## src/rtl/vad_pkg.sv

```systemverilog
// Shared types, constants and elaboration-time trig tables for the vector angle block.
package vad_pkg;

  localparam int NDEG      = 45;
  localparam int IDX_W     = 6;
  localparam int FRAC_W    = 128;
  localparam int LIMB_W    = 32;
  localparam int NLIMB     = FRAC_W / LIMB_W;
  localparam int ANG_W     = 9;
  localparam int SEARCH_STEPS = 6;

  localparam logic [ANG_W-1:0] ANG_0   = 9'd0;
  localparam logic [ANG_W-1:0] ANG_45  = 9'd45;
  localparam logic [ANG_W-1:0] ANG_89  = 9'd89;
  localparam logic [ANG_W-1:0] ANG_90  = 9'd90;
  localparam logic [ANG_W-1:0] ANG_179 = 9'd179;
  localparam logic [ANG_W-1:0] ANG_180 = 9'd180;
  localparam logic [ANG_W-1:0] ANG_270 = 9'd270;
  localparam logic [ANG_W-1:0] ANG_359 = 9'd359;
  localparam logic [ANG_W-1:0] ANG_360 = 9'd360;

  localparam logic [FRAC_W-1:0] PI_FRAC = 128'h243F6A8885A308D313198A2E03707344;

  typedef logic [NDEG-1:0][FRAC_W-1:0] trig_tab_t;

  // Side information that travels with an item from the fold to the unfold stage.
  typedef struct packed {
    logic             special;
    logic [ANG_W-1:0] special_angle;
    logic             diag;
    logic             steep;
    logic             xneg;
    logic             yneg;
  } side_t;

  // Upper half of a Q0.128 by Q0.128 product.
  function automatic logic [FRAC_W-1:0] fx_mul(input logic [FRAC_W-1:0] a,
                                               input logic [FRAC_W-1:0] b);
    logic [2*FRAC_W-1:0] p;
    p = {{FRAC_W{1'b0}}, a} * {{FRAC_W{1'b0}}, b};
    return p[2*FRAC_W-1:FRAC_W];
  endfunction

  // (whole + a) / d by restoring long division, one quotient bit per pass.
  function automatic logic [FRAC_W-1:0] fx_div(input logic [31:0] whole,
                                               input logic [FRAC_W-1:0] a,
                                               input logic [31:0] d);
    logic [FRAC_W+31:0] num;
    logic [FRAC_W+31:0] q;
    logic [32:0]        rem;
    num = {whole, a};
    q   = '0;
    rem = '0;
    for (int i = FRAC_W + 31; i >= 0; i--) begin
      rem = {rem[31:0], num[i]};
      if (rem >= {1'b0, d}) begin
        rem  = rem - {1'b0, d};
        q[i] = 1'b1;
      end
    end
    return q[FRAC_W-1:0];
  endfunction

  // Builds cos(k) or sin(k) for k = 1..44 degrees as Q0.128 fractions; entry 0 is zero in both tables.
  function automatic trig_tab_t build_trig(input logic want_sin);
    logic [FRAC_W-1:0] th;
    logic [FRAC_W-1:0] th2;
    logic [FRAC_W-1:0] term;
    logic [FRAC_W-1:0] sum;
    logic [FRAC_W-1:0] w;
    logic [FRAC_W-1:0] t1;
    logic [FRAC_W-1:0] t2;
    trig_tab_t         c;
    trig_tab_t         s;
    th   = fx_div(32'd3, PI_FRAC, 32'd180);
    th2  = fx_mul(th, th);
    sum  = th;
    term = th;
    for (int n = 1; n <= 39; n += 2) begin
      t1   = fx_mul(term, th2);
      term = fx_div(32'd0, t1, 32'((n + 1) * (n + 2)));
      if ((((n + 1) / 2) % 2) == 1) sum = sum - term;
      else sum = sum + term;
    end
    s    = '0;
    c    = '0;
    s[1] = sum;
    term = fx_div(32'd0, th2, 32'd2);
    w    = term;
    for (int n = 2; n <= 20; n++) begin
      t1   = fx_mul(term, th2);
      term = fx_div(32'd0, t1, 32'((2 * n - 1) * (2 * n)));
      if ((n % 2) == 0) w = w - term;
      else w = w + term;
    end
    c[1] = '0 - w;
    for (int k = 2; k < NDEG; k++) begin
      t1   = fx_mul(c[k-1], c[1]);
      t2   = fx_mul(s[k-1], s[1]);
      c[k] = t1 - t2;
      t1   = fx_mul(s[k-1], c[1]);
      t2   = fx_mul(c[k-1], s[1]);
      s[k] = t1 + t2;
    end
    return want_sin ? s : c;
  endfunction

  localparam trig_tab_t COS_TAB = build_trig(1'b0);
  localparam trig_tab_t SIN_TAB = build_trig(1'b1);

endpackage

```

## src/rtl/vad_fold.sv

```systemverilog
// Input stage: takes magnitudes, folds the point into the first octant, flags axis points.
module vad_fold #(
  parameter int COORD_WIDTH = 16
) (
  input  logic                      clk,
  input  logic                      rst,
  input  logic                      in_valid,
  output logic                      in_ready,
  input  logic [COORD_WIDTH-1:0]    x_coord,
  input  logic [COORD_WIDTH-1:0]    y_coord,
  output logic                      out_valid,
  input  logic                      out_ready,
  output logic [COORD_WIDTH-1:0]    u,
  output logic [COORD_WIDTH-1:0]    v,
  output vad_pkg::side_t            side
);

  logic [COORD_WIDTH-1:0] ax;
  logic [COORD_WIDTH-1:0] ay;
  logic                   xneg;
  logic                   yneg;
  vad_pkg::side_t         side_next;

  assign xneg = x_coord[COORD_WIDTH-1];
  assign yneg = y_coord[COORD_WIDTH-1];
  // The most negative value negates to itself, which read unsigned is the right magnitude.
  assign ax = xneg ? (~x_coord + 1'b1) : x_coord;
  assign ay = yneg ? (~y_coord + 1'b1) : y_coord;

  always_comb begin
    side_next.special       = 1'b0;
    side_next.special_angle = vad_pkg::ANG_0;
    side_next.diag          = (ax == ay);
    side_next.steep         = (ay > ax);
    side_next.xneg          = xneg;
    side_next.yneg          = yneg;
    if (ay == '0) begin
      side_next.special       = 1'b1;
      side_next.diag          = 1'b0;
      side_next.special_angle = xneg ? vad_pkg::ANG_180 : vad_pkg::ANG_0;
    end else if (ax == '0) begin
      side_next.special       = 1'b1;
      side_next.diag          = 1'b0;
      side_next.special_angle = yneg ? vad_pkg::ANG_270 : vad_pkg::ANG_90;
    end
  end

  assign in_ready = !out_valid || out_ready;

  always_ff @(posedge clk) begin
    if (rst) begin
      out_valid <= 1'b0;
    end else if (in_ready) begin
      out_valid <= in_valid;
    end
    if (in_ready && in_valid) begin
      u    <= (ax > ay) ? ax : ay;
      v    <= (ax > ay) ? ay : ax;
      side <= side_next;
    end
  end

  a_diag_not_special: assert property (@(posedge clk) disable iff (rst)
    out_valid |-> !(side.diag && side.special))
    else $error("diagonal flag set on an axis point");

  a_fold_order: assert property (@(posedge clk) disable iff (rst)
    out_valid |-> (u >= v))
    else $error("folded pair out of order");

  a_diag_equal: assert property (@(posedge clk) disable iff (rst)
    (out_valid && side.diag) |-> (u == v))
    else $error("diagonal flag without equal magnitudes");

endmodule

```

## config.mk

```make
export PLATFORM = sky130hd
export DESIGN_NAME = vad_fold
export DESIGN_NICKNAME = d
export VERILOG_FILES = /design/src/rtl/vad_pkg.sv /design/src/rtl/vad_fold.sv
export SDC_FILE = /design/constraint.sdc
export NUM_CORES = 1
export LEC_CHECK = 0
export BUFFER_PORTS_ARGS = -buffer_cell sky130_fd_sc_hd__buf_4
export CAP_MARGIN = 5
export CORE_UTILIZATION = 47
export CTS_BUF_LIST = sky130_fd_sc_hd__clkbuf_16
export CTS_CLUSTER_SIZE = 12
export DETAILED_ROUTE_END_ITERATION = 10
export PLACE_DENSITY = 0.75
export SKIP_LAST_GASP = 1
export SLEW_MARGIN = 20
export SYNTH_ARGS = -nofsm -noshare
export SYNTH_HDL_FRONTEND = slang
export SYNTH_SLANG_ARGS = --single-unit
```

## constraint.sdc

```tcl
create_clock -name clk -period 12.29 [get_ports clk]
set_clock_uncertainty 0.05 [all_clocks]
set_input_delay 3.687 -clock clk [delete_from_list [all_inputs] [get_ports clk]]
set_output_delay 3.687 -clock clk [all_outputs]
set_load 0.05 [all_outputs]
```

==> reports/results.ini <==
[synthesis]
synth_ff_type = edfxtp_1
ys_ff_latch = 44
ys_warn_count = 0
syn_avg_cell_area_um2 = 10.9
syn_area_um2 = 3270
synth_adder_area_share_pct = 6.89
syn_inst = 301
synth_cell_types = 62
synth_top_family_by_area = simple AND/OR/NAND/NOR gates
synth_mux_area_share_pct = 10.4
synth_xor_area_share_pct = 7.27
synth_nets = 355
yosysSeqAreaShare_pct = 40.1
synth-compound-area-share_pct = 12.5
ys_async_sr_fraction_pct = 0
synth_simple_gate_area_share_pct = 17.2
synth_edf_count = 43

[power_and_ir_drop]
swShare_pct = 36.2
internal_power_uw = 332
ir_drop_mv = 0.0574
power_density_nw_per_um2 = 128
leakagePower_nw = 1.74
p_sw_uw = 188
p_total_uw = 520
seqPwrFrac_pct = 37.1
power_frac_clock_pct = 25.0
p_comb_share_pct = 38.0

[layout]
finalInstanceArea_um2 = 4070
num-nets-final = 433
layout_common_cells = buf_4 (83), edfxtp_1 (43), mux2i_1 (34)
post-route-util_pct = 60.2
final_layout_size_suffix_gt1_share_pct = 28.9
mostFrequentLayoutCell = buf_4
area_growth_pct = 24.3
n_antenna_cell = 0

[routing]
routed_wirelength_mm = 7.43
post_drt_wl_per_cell_um = 16.2
route.detailed.drc = 0
drtIter0Drc = 97
ant_nets = 0
routed_via_density = 5.80
dr.pass1.iters = 4
vias = 2670

[clocking]
clockRootBuffer = clkbuf_16
insertion_delay_ns = 0.28
clockBufferDepth = 2
post_cts_buffers = 0
cts.clk_slew.worst_paths_ns = 0.06
ctsHoldBuffers = 0
cts-buffers-inserted = 5
clock-sinks = 44
post_cts_resized = 0
tritoncts = built
cts_max_level = 2

[worst_setup_path]
start_kind = input pin
end_kind = primary output
cp.required_ns = 8.55
r2r_slack_ns = 10.63
worstPathMaxFanout = 3
crit_type = in -> out
critPathArrivalTime_ns = 4.14

[sta]
timing.fmax_ghz = 0.127
fin_crit_sh_pct = 64.1
rsz0062_at_grt = false
setup_viol = 0
max_slew_margin_pct = 34.3
drv_slew = 0
tightest_slew_ns = 0.985
hold_slack_ns = 0.468
hold_viol = 0
min_period_ns = 7.88
finalSetupTns_ns = 0

[floorplan]
die_w_um = 85.4
rows = 30
die-area_um2 = 7300
die_h_um = 85.4
pin_count = 84
core_um2 = 6760
initial_core_util_pct = 48.4

[placed_design]
gp_congestion = 0.825
portBuffers = 82
placedInstanceArea_um2 = 3920
dp_hpwl_mm = 5.69

[global_routing]
grt_max_degree = 44
grt-ovfl-total = 0
grt_pass1_vias = 2604
grt_pass1_wl_mm = 12.2
antenna_found_initial = 0
grt_usage_pct = 21.3

[flow_run]
cap_violations = 0

[status]
status = complete, no violations

[hold_path]
min_path_type = reg -> reg

==> power by group through the flow <==
stage / clock network, mW / registers, mW / logic (mW)
CTS: 0.130 / 0.193 / 0.198
global route: 0.137 / 0.194 / 0.211
detailed placement: 0 / 0.196 / 0.196
finish: 0.130 / 0.193 / 0.197
global placement: 0 / 0.195 / 0.192
floorplan: 0 / 0.253 / 0.0824
==> metrics by stage <==
| stage | setup WS [ns] | cells |
|---|---|---|
| after floorplan | 4.43 | 301 |
| after global placement | 4.42 | 452 |
| after detailed placement | 4.41 | 452 |
| after CTS | 4.41 | 460 |
| after global routing | 4.31 | 460 |
| final | 4.41 | 460 |
==> cell families (layout without fill, tap and decap cells) <==
| logic type | after synthesis | after routing |
|---|---|---|
| compound gates | 56 | 56 |
| xor+xnor | 25 | 25 |
| fa+ha+maj | 18 | 18 |
| buf+inv | 37 | 116 |
| flops | 44 | 44 |
| mux | 34 | 34 |
| other cells | 1 | 1 |
| simple gates | 86 | 86 |
==> path summary, 6_finish.rpt <==
kind / startpoint / end / depth (start not counted)
worst min register to register: out_valid$_SDFFE_PP0N_ / out_valid$_SDFFE_PP0N_ / 2
worst max-delay path: out_ready / in_ready / 3
worst max register to register: out_valid$_SDFFE_PP0N_ / v[1]$_DFFE_PP_ / 2
worst min-delay path: out_valid$_SDFFE_PP0N_ / out_valid$_SDFFE_PP0N_ / 2
==> worst max-delay path: stages <==
cell	delay (ns)
buf_4	0.10
nand2b_1	0.16
buf_4	0.20
==> state kept, by name, summed over array words and instances (netlist names) <==
register,cells
out_valid,1
v,16
u,16
side,11
==> layer usage <==
metal | vias to the layer above | part of all wire, % | track usage [%]
li1 | 1303 | - | -
met1 | 1286 | 45 | 27.2
met2 | 72 | 50 | 37.3
met3 | 9 | 3.7 | 3.11
met4 | 0 | 1.3 | 6.21
met5 | - | 0 | 0
==> layout make-up <==
type                    instances  area (µm²)
well taps                      80         100
clock inverters                 3        18.8
fillers                       588        2690
inverters                      25        93.8
flip-flops and latches         44        1310
multi-input cells             220        1790
clock buffers                   5         125
repair buffers                 83         623
==> Yosys cell counts (4+ instances only) <==
| cell | number | area (µm²) |
|---|---|---|
| a211oi_1 | 5 | 37.5 |
| a21o_1 | 4 | 30.0 |
| a21oi_1 | 7 | 35.0 |
| a31oi_1 | 4 | 25.0 |
| clkbuf_1 | 5 | 18.8 |
| edfxtp_1 | 43 | 1290 |
| ha_1 | 18 | 225 |
| inv_1 | 24 | 90.1 |
| mux2i_1 | 34 | 340 |
| nand2_1 | 13 | 48.8 |
| nand3_1 | 6 | 30.0 |
| nor2_1 | 10 | 37.5 |
| nor2b_1 | 5 | 31.3 |
| nor3_1 | 10 | 50.1 |
| o21ai_0 | 8 | 40.0 |
| o31ai_1 | 7 | 52.6 |
| o41ai_1 | 4 | 35.0 |
| xnor2_1 | 4 | 35.0 |
| xor2_1 | 20 | 175 |
Power figures use the tool's default switching activity.
