[config.mk]
export PLATFORM = sky130hd
export DESIGN_NAME = vad_unfold
export DESIGN_NICKNAME = d
export VERILOG_FILES = /design/src/rtl/vad_pkg.sv /design/src/rtl/vad_unfold.sv
export SDC_FILE = /design/constraint.sdc
export NUM_CORES = 1
export LEC_CHECK = 0
export BUFFER_PORTS_ARGS = -buffer_cell sky130_fd_sc_hd__buf_2
export CORE_MARGIN = 2
export CORE_UTILIZATION = 35
export DETAILED_ROUTE_END_ITERATION = 12
export GPL_ROUTABILITY_DRIVEN = 0
export PLACE_DENSITY = 0.58
export REMOVE_ABC_BUFFERS = 1
export SYNTH_ARGS = -nofsm -noshare
export SYNTH_HDL_FRONTEND = slang
export SYNTH_SLANG_ARGS = --single-unit
[constraint.sdc]
create_clock -name clk -period 4.4 [get_ports clk]
set_input_delay 0.88 -clock clk [delete_from_list [all_inputs] [get_ports clk]]
set_output_delay 0.88 -clock clk [all_outputs]
set_load 0.01 [all_outputs]
[src/rtl/vad_pkg.sv]
// Shared types, constants and elaboration-time trig tables for the vector angle block.
package vad_pkg;

  localparam int NDEG      = 45;
  localparam int IDX_W     = 6;
  localparam int FRAC_W    = 128;
  localparam int LIMB_W    = 32;
  localparam int NLIMB     = FRAC_W / LIMB_W;
  localparam int ANG_W     = 9;
  localparam int SEARCH_STEPS = 6;

  localparam logic [ANG_W-1:0] ANG_0   = 9'd0;
  localparam logic [ANG_W-1:0] ANG_45  = 9'd45;
  localparam logic [ANG_W-1:0] ANG_89  = 9'd89;
  localparam logic [ANG_W-1:0] ANG_90  = 9'd90;
  localparam logic [ANG_W-1:0] ANG_179 = 9'd179;
  localparam logic [ANG_W-1:0] ANG_180 = 9'd180;
  localparam logic [ANG_W-1:0] ANG_270 = 9'd270;
  localparam logic [ANG_W-1:0] ANG_359 = 9'd359;
  localparam logic [ANG_W-1:0] ANG_360 = 9'd360;

  localparam logic [FRAC_W-1:0] PI_FRAC = 128'h243F6A8885A308D313198A2E03707344;

  typedef logic [NDEG-1:0][FRAC_W-1:0] trig_tab_t;

  // Side information that travels with an item from the fold to the unfold stage.
  typedef struct packed {
    logic             special;
    logic [ANG_W-1:0] special_angle;
    logic             diag;
    logic             steep;
    logic             xneg;
    logic             yneg;
  } side_t;

  // Upper half of a Q0.128 by Q0.128 product.
  function automatic logic [FRAC_W-1:0] fx_mul(input logic [FRAC_W-1:0] a,
                                               input logic [FRAC_W-1:0] b);
    logic [2*FRAC_W-1:0] p;
    p = {{FRAC_W{1'b0}}, a} * {{FRAC_W{1'b0}}, b};
    return p[2*FRAC_W-1:FRAC_W];
  endfunction

  // (whole + a) / d by restoring long division, one quotient bit per pass.
  function automatic logic [FRAC_W-1:0] fx_div(input logic [31:0] whole,
                                               input logic [FRAC_W-1:0] a,
                                               input logic [31:0] d);
    logic [FRAC_W+31:0] num;
    logic [FRAC_W+31:0] q;
    logic [32:0]        rem;
    num = {whole, a};
    q   = '0;
    rem = '0;
    for (int i = FRAC_W + 31; i >= 0; i--) begin
      rem = {rem[31:0], num[i]};
      if (rem >= {1'b0, d}) begin
        rem  = rem - {1'b0, d};
        q[i] = 1'b1;
      end
    end
    return q[FRAC_W-1:0];
  endfunction

  // Builds cos(k) or sin(k) for k = 1..44 degrees as Q0.128 fractions; entry 0 is zero in both tables.
  function automatic trig_tab_t build_trig(input logic want_sin);
    logic [FRAC_W-1:0] th;
    logic [FRAC_W-1:0] th2;
    logic [FRAC_W-1:0] term;
    logic [FRAC_W-1:0] sum;
    logic [FRAC_W-1:0] w;
    logic [FRAC_W-1:0] t1;
    logic [FRAC_W-1:0] t2;
    trig_tab_t         c;
    trig_tab_t         s;
    th   = fx_div(32'd3, PI_FRAC, 32'd180);
    th2  = fx_mul(th, th);
    sum  = th;
    term = th;
    for (int n = 1; n <= 39; n += 2) begin
      t1   = fx_mul(term, th2);
      term = fx_div(32'd0, t1, 32'((n + 1) * (n + 2)));
      if ((((n + 1) / 2) % 2) == 1) sum = sum - term;
      else sum = sum + term;
    end
    s    = '0;
    c    = '0;
    s[1] = sum;
    term = fx_div(32'd0, th2, 32'd2);
    w    = term;
    for (int n = 2; n <= 20; n++) begin
      t1   = fx_mul(term, th2);
      term = fx_div(32'd0, t1, 32'((2 * n - 1) * (2 * n)));
      if ((n % 2) == 0) w = w - term;
      else w = w + term;
    end
    c[1] = '0 - w;
    for (int k = 2; k < NDEG; k++) begin
      t1   = fx_mul(c[k-1], c[1]);
      t2   = fx_mul(s[k-1], s[1]);
      c[k] = t1 - t2;
      t1   = fx_mul(s[k-1], c[1]);
      t2   = fx_mul(c[k-1], s[1]);
      s[k] = t1 + t2;
    end
    return want_sin ? s : c;
  endfunction

  localparam trig_tab_t COS_TAB = build_trig(1'b0);
  localparam trig_tab_t SIN_TAB = build_trig(1'b1);

endpackage

[src/rtl/vad_unfold.sv]
// Output stage: maps the octant degree back to the full circle and holds the result.
module vad_unfold (
  input  logic                          clk,
  input  logic                          rst,
  input  logic                          in_valid,
  output logic                          in_ready,
  input  logic [vad_pkg::IDX_W-1:0]     f_in,
  input  vad_pkg::side_t                side_in,
  output logic                          out_valid,
  input  logic                          out_ready,
  output logic [vad_pkg::ANG_W-1:0]     angle_deg
);

  logic [vad_pkg::ANG_W-1:0] a;
  logic [vad_pkg::ANG_W-1:0] angle_next;

  always_comb begin
    if (side_in.diag) a = vad_pkg::ANG_45;
    else if (side_in.steep) a = vad_pkg::ANG_89 - vad_pkg::ANG_W'(f_in);
    else a = vad_pkg::ANG_W'(f_in);

    if (side_in.special) begin
      angle_next = side_in.special_angle;
    end else if (!side_in.xneg && !side_in.yneg) begin
      angle_next = a;
    end else if (side_in.xneg && !side_in.yneg) begin
      angle_next = (side_in.diag ? vad_pkg::ANG_180 : vad_pkg::ANG_179) - a;
    end else if (side_in.xneg) begin
      angle_next = vad_pkg::ANG_180 + a;
    end else begin
      angle_next = (side_in.diag ? vad_pkg::ANG_360 : vad_pkg::ANG_359) - a;
    end
  end

  assign in_ready = !out_valid || out_ready;

  always_ff @(posedge clk) begin
    if (rst) begin
      out_valid <= 1'b0;
    end else if (in_ready) begin
      out_valid <= in_valid;
    end
    if (in_ready && in_valid) begin
      angle_deg <= angle_next;
    end
  end

  a_angle_range: assert property (@(posedge clk) disable iff (rst)
    out_valid |-> (angle_deg < vad_pkg::ANG_360))
    else $error("angle outside 0 to 359");

  a_diag_exact: assert property (@(posedge clk) disable iff (rst)
    (in_valid && in_ready && side_in.diag) |=>
      (angle_deg == vad_pkg::ANG_45 || angle_deg == 9'd135 ||
       angle_deg == 9'd225 || angle_deg == 9'd315))
    else $error("diagonal point not on a multiple of 45 degrees");

  a_special_pass: assert property (@(posedge clk) disable iff (rst)
    (in_valid && in_ready && side_in.special) |=> (angle_deg == $past(side_in.special_angle)))
    else $error("axis point angle altered");

endmodule

==> metrics.md <==
| Metric | Value |
|---|---|
| Outcome | finished clean |
| Max_cap viols | 0 |
| Skew final | 0.003256 ns |
| Initial DRC Count | 29 |
| Routed Wire Length | 2194 microns |
| Maximum vdd drop | 0.1926 mV |
| Post-cts sizing count | 0 |
| Post-synth top area share | 27.31% |
| Clk sinks | 10 |
| Worst Path Arrival | 2.85 ns |
| Setup TNS | 0 ns |
| Slowest CP cell | o31a_2 |
| Met3 usage | 1.814% |
| EDFF count, synth | 9 |
| Fin nets | approximately 180 |
| Clock Latency Late Sink | 0.26 ns |
| Grt total ovfl | 0 |
| Leakage Power | approximately 0.51 nW |
| Avg Vias per Cell | between 5 and 6 |
| Top post-synthesis cells by area | edfxtp_1, xnor2_1, ha_1, inv_1, nand2_1 |
| Die Area | about 3300 sq um |
| Share of cells above drive strength 1 | 29.73% |
| Depth of the worst register-to-register path | 2 |
| Yosys cell types | 46 |
| IO Pins | 35 |
| Post-Synthesis Cells | 117 |
| Final setup vio count | 0 |
| Most common cell after layout, fill and taps aside | buf_2 |
| Worst r2r src | out_valid$_SDFFE_PP0N_ |
| Residual DRC count | 0 |
| Crit Path Max Fanout | 6 |
| CP cell instances | buf_2 -> inv_1 -> ha_1 -> a21o_2 -> a21oi_2 -> inv_1 -> ha_1 -> o21ai_0 -> o21bai_1 -> o31a_2 -> o31ai_1 |
| Final worst-path setup slack | 1.635 ns |
| Crit share post-route | 62.83% |
| Layout area overhead | 20.86% |
| DR pass1 iterations | 4 |
| Hold path startpoint | out_valid$_SDFFE_PP0N_ |
| Global Route Usage Sum | 14.55% |
| Slew at the pin closest to its max-slew limit | 0.4245 ns |
| Final Hold Vio Count | 0 |
| Worst min-delay path category | reg2reg |
| Post-CTS setup buffers | 0 |
| Slew Limit Fails | 0 |
| Worst setup path class | in2reg |
| Asr flop ratio synth | 0% |
| Yosys warns | 0 |
| Power Density | roughly 240 nW/um^2 |
| Worst Hold End | out_valid$_SDFFE_PP0N_ |
| Synthesized area | between 900 and 1000 sq um |
| RSZ-0062 raised after global routing | false |
| Fmax | ~360 MHz |
| Initial Util | a little over a third |
| # rows | 19 |
| Initial antenna violation count | 0 |
| Core area | between 2000 and 3000 sq um |
| H-Tree Depth | 1 |
| Worst hold path depth | 2 |
| Wirelength per Cell | 12.26 microns |
| CTS tree | done |
| Die Ht | 57.18 microns |
| Vias in the first global route | 891 |
| Root Driver | clkbuf_4 |
| Leading area contributor after synthesis | edfxtp_1 |
| GRT met2 Usage | 23.81% |
| GR peak layer | met2 |
| Global-route wire length before repair | 3836 microns |
| Antenna diodes | 0 |
| Crit path time final | around 2.8 ns |
| Critical Path Max Stage Delay | slightly below 0.3 ns |
| Seq/Total Area, Yosys | between 20% and 30% |
| Register bit count reported by yosys | 10 |
| Post-Syn Area per Cell | between 8 and 9 sq um |
| Critical Path Start Type | input port |
| R2R Path End | angle_deg[5]$_DFFE_PP_ |
| Setup Slack @ Placement | 1.389 ns |
| Reg2reg setup slack | 3.27 ns |
| Most frequent cells in the layout | buf_2, inv_1, nor2_1, nand2_1, edfxtp_1 |
| CTS clk-pin slew, worst paths | roughly 0.07 ns |
| Die Width | approximately 57 microns |
| Family with the most delay on the worst path | compound AO/OA/AOI/OAI gates |
| Detailed placer's ending HPWL | 1757 microns |
| Required time worst endpoint | 4.49 ns |
| Post-synth top flop | edfxtp_1 |
| Max_slew headroom | between 70% and 80% |
| Port bufs | 34 |
| Clock Path Buffers | 2 |
| Routed Antenna Nets | 0 |
| Hold buffer count at cts | 0 |
| Worst Setup End Kind | register |
| Pin count of the biggest net entering global routing | 19 |
| Met1 Use GR | 19.01% |
| Num CTS Buffers | 3 |
| Via Count | 948 |
| Critical path buffer and inverter count | 3 |
[layout make-up]
type | instances | area [sq um]
well taps | 31 | 38.79
inverters | 10 | 37.54
repair buffers | 34 | 170.2
multi-input cells | 90 | 623.1
fillers | 287 | 1514
flip-flops and latches | 10 | 290.3
clock buffers | 4 | 36.28
[layer usage]
metal  vias up  share of wire, %
li1        496                 -
met1       418                48
met2        32                45
met3         2               6.2
met4         0              0.96
met5         -                 0
[synthesized netlist by cell type (2+ instances only)]
library cell  number
a211oi_1           2
a21oi_1            5
a22o_1             2
a31oi_1            3
and3_1             2
clkbuf_1           4
edfxtp_1           9
ha_1               4
inv_1             10
nand2_1            9
nand2b_1           4
nand3_1            2
nor2_1             9
nor2b_1            2
nor4_1             4
o211ai_1           2
o21ai_0            5
o31a_1             2
o31ai_1            2
xnor2_1            8
xor2_1             2
[worst max path at each step]
stage	cells past startpoint	endpoint	slack [ns]	startpoint
after floorplan	7	angle_deg[6]$_DFFE_PP_	1.63	f_in[1]
after global placement	11	angle_deg[5]$_DFFE_PP_	1.41	f_in[2]
after detailed placement	10	angle_deg[5]$_DFFE_PP_	1.39	f_in[2]
after CTS	11	angle_deg[5]$_DFFE_PP_	1.66	f_in[2]
after global routing	12	angle_deg[5]$_DFFE_PP_	1.42	f_in[2]
final	11	angle_deg[5]$_DFFE_PP_	1.64	f_in[2]
[metrics by stage]
stage	power [mW]	instances	util, %	hold WS, ns	area [sq um]
6_report	0.2901	179	44.14	0.5073	1196
5_1_grt	0.3135	179	44.14	0.5628	1196
4_1_cts	0.2943	179	44.14	0.5127	1196
3_5_place_dp	0.2126	175	42.80	0.5063	1160
3_3_place_gp	0.2121	175	42.80	0.4858	1160
2_1_floorplan	0.1758	110	-	0.5930	950.9
[state kept, by name (all words and copies together), names as in the netlist]
name	flops
angle_deg	9
out_valid	1
[kinds of logic after synthesis]
kind of cell / count (synthesis) / synth area share [%]
and+or+nand+nor: 39 / 21.11
AOI/OAI and AO/OA: 35 / 25.41
buffers and inverters: 17 / 7.711
xor gates and xnor gates: 10 / 8.850
DFF: 10 / 29.33
adders and majority gates: 4 / 5.057
muxes: 2 / 2.528
[worst register-to-register path, stage by stage, from the launching register on]
cell and delay, ns:
dfxtp_1 0.31, nand2b_1 0.09, and2_1 0.38
[where the power goes]
group / switching (mW) / internal [mW]
clock: 0.0297 / 0.0501
combinational: 0.0536 / 0.0419
sequential: 0.00155 / 0.113
total: 0.0848 / 0.205
No activity file was read; power rests on OpenSTA's default activity.
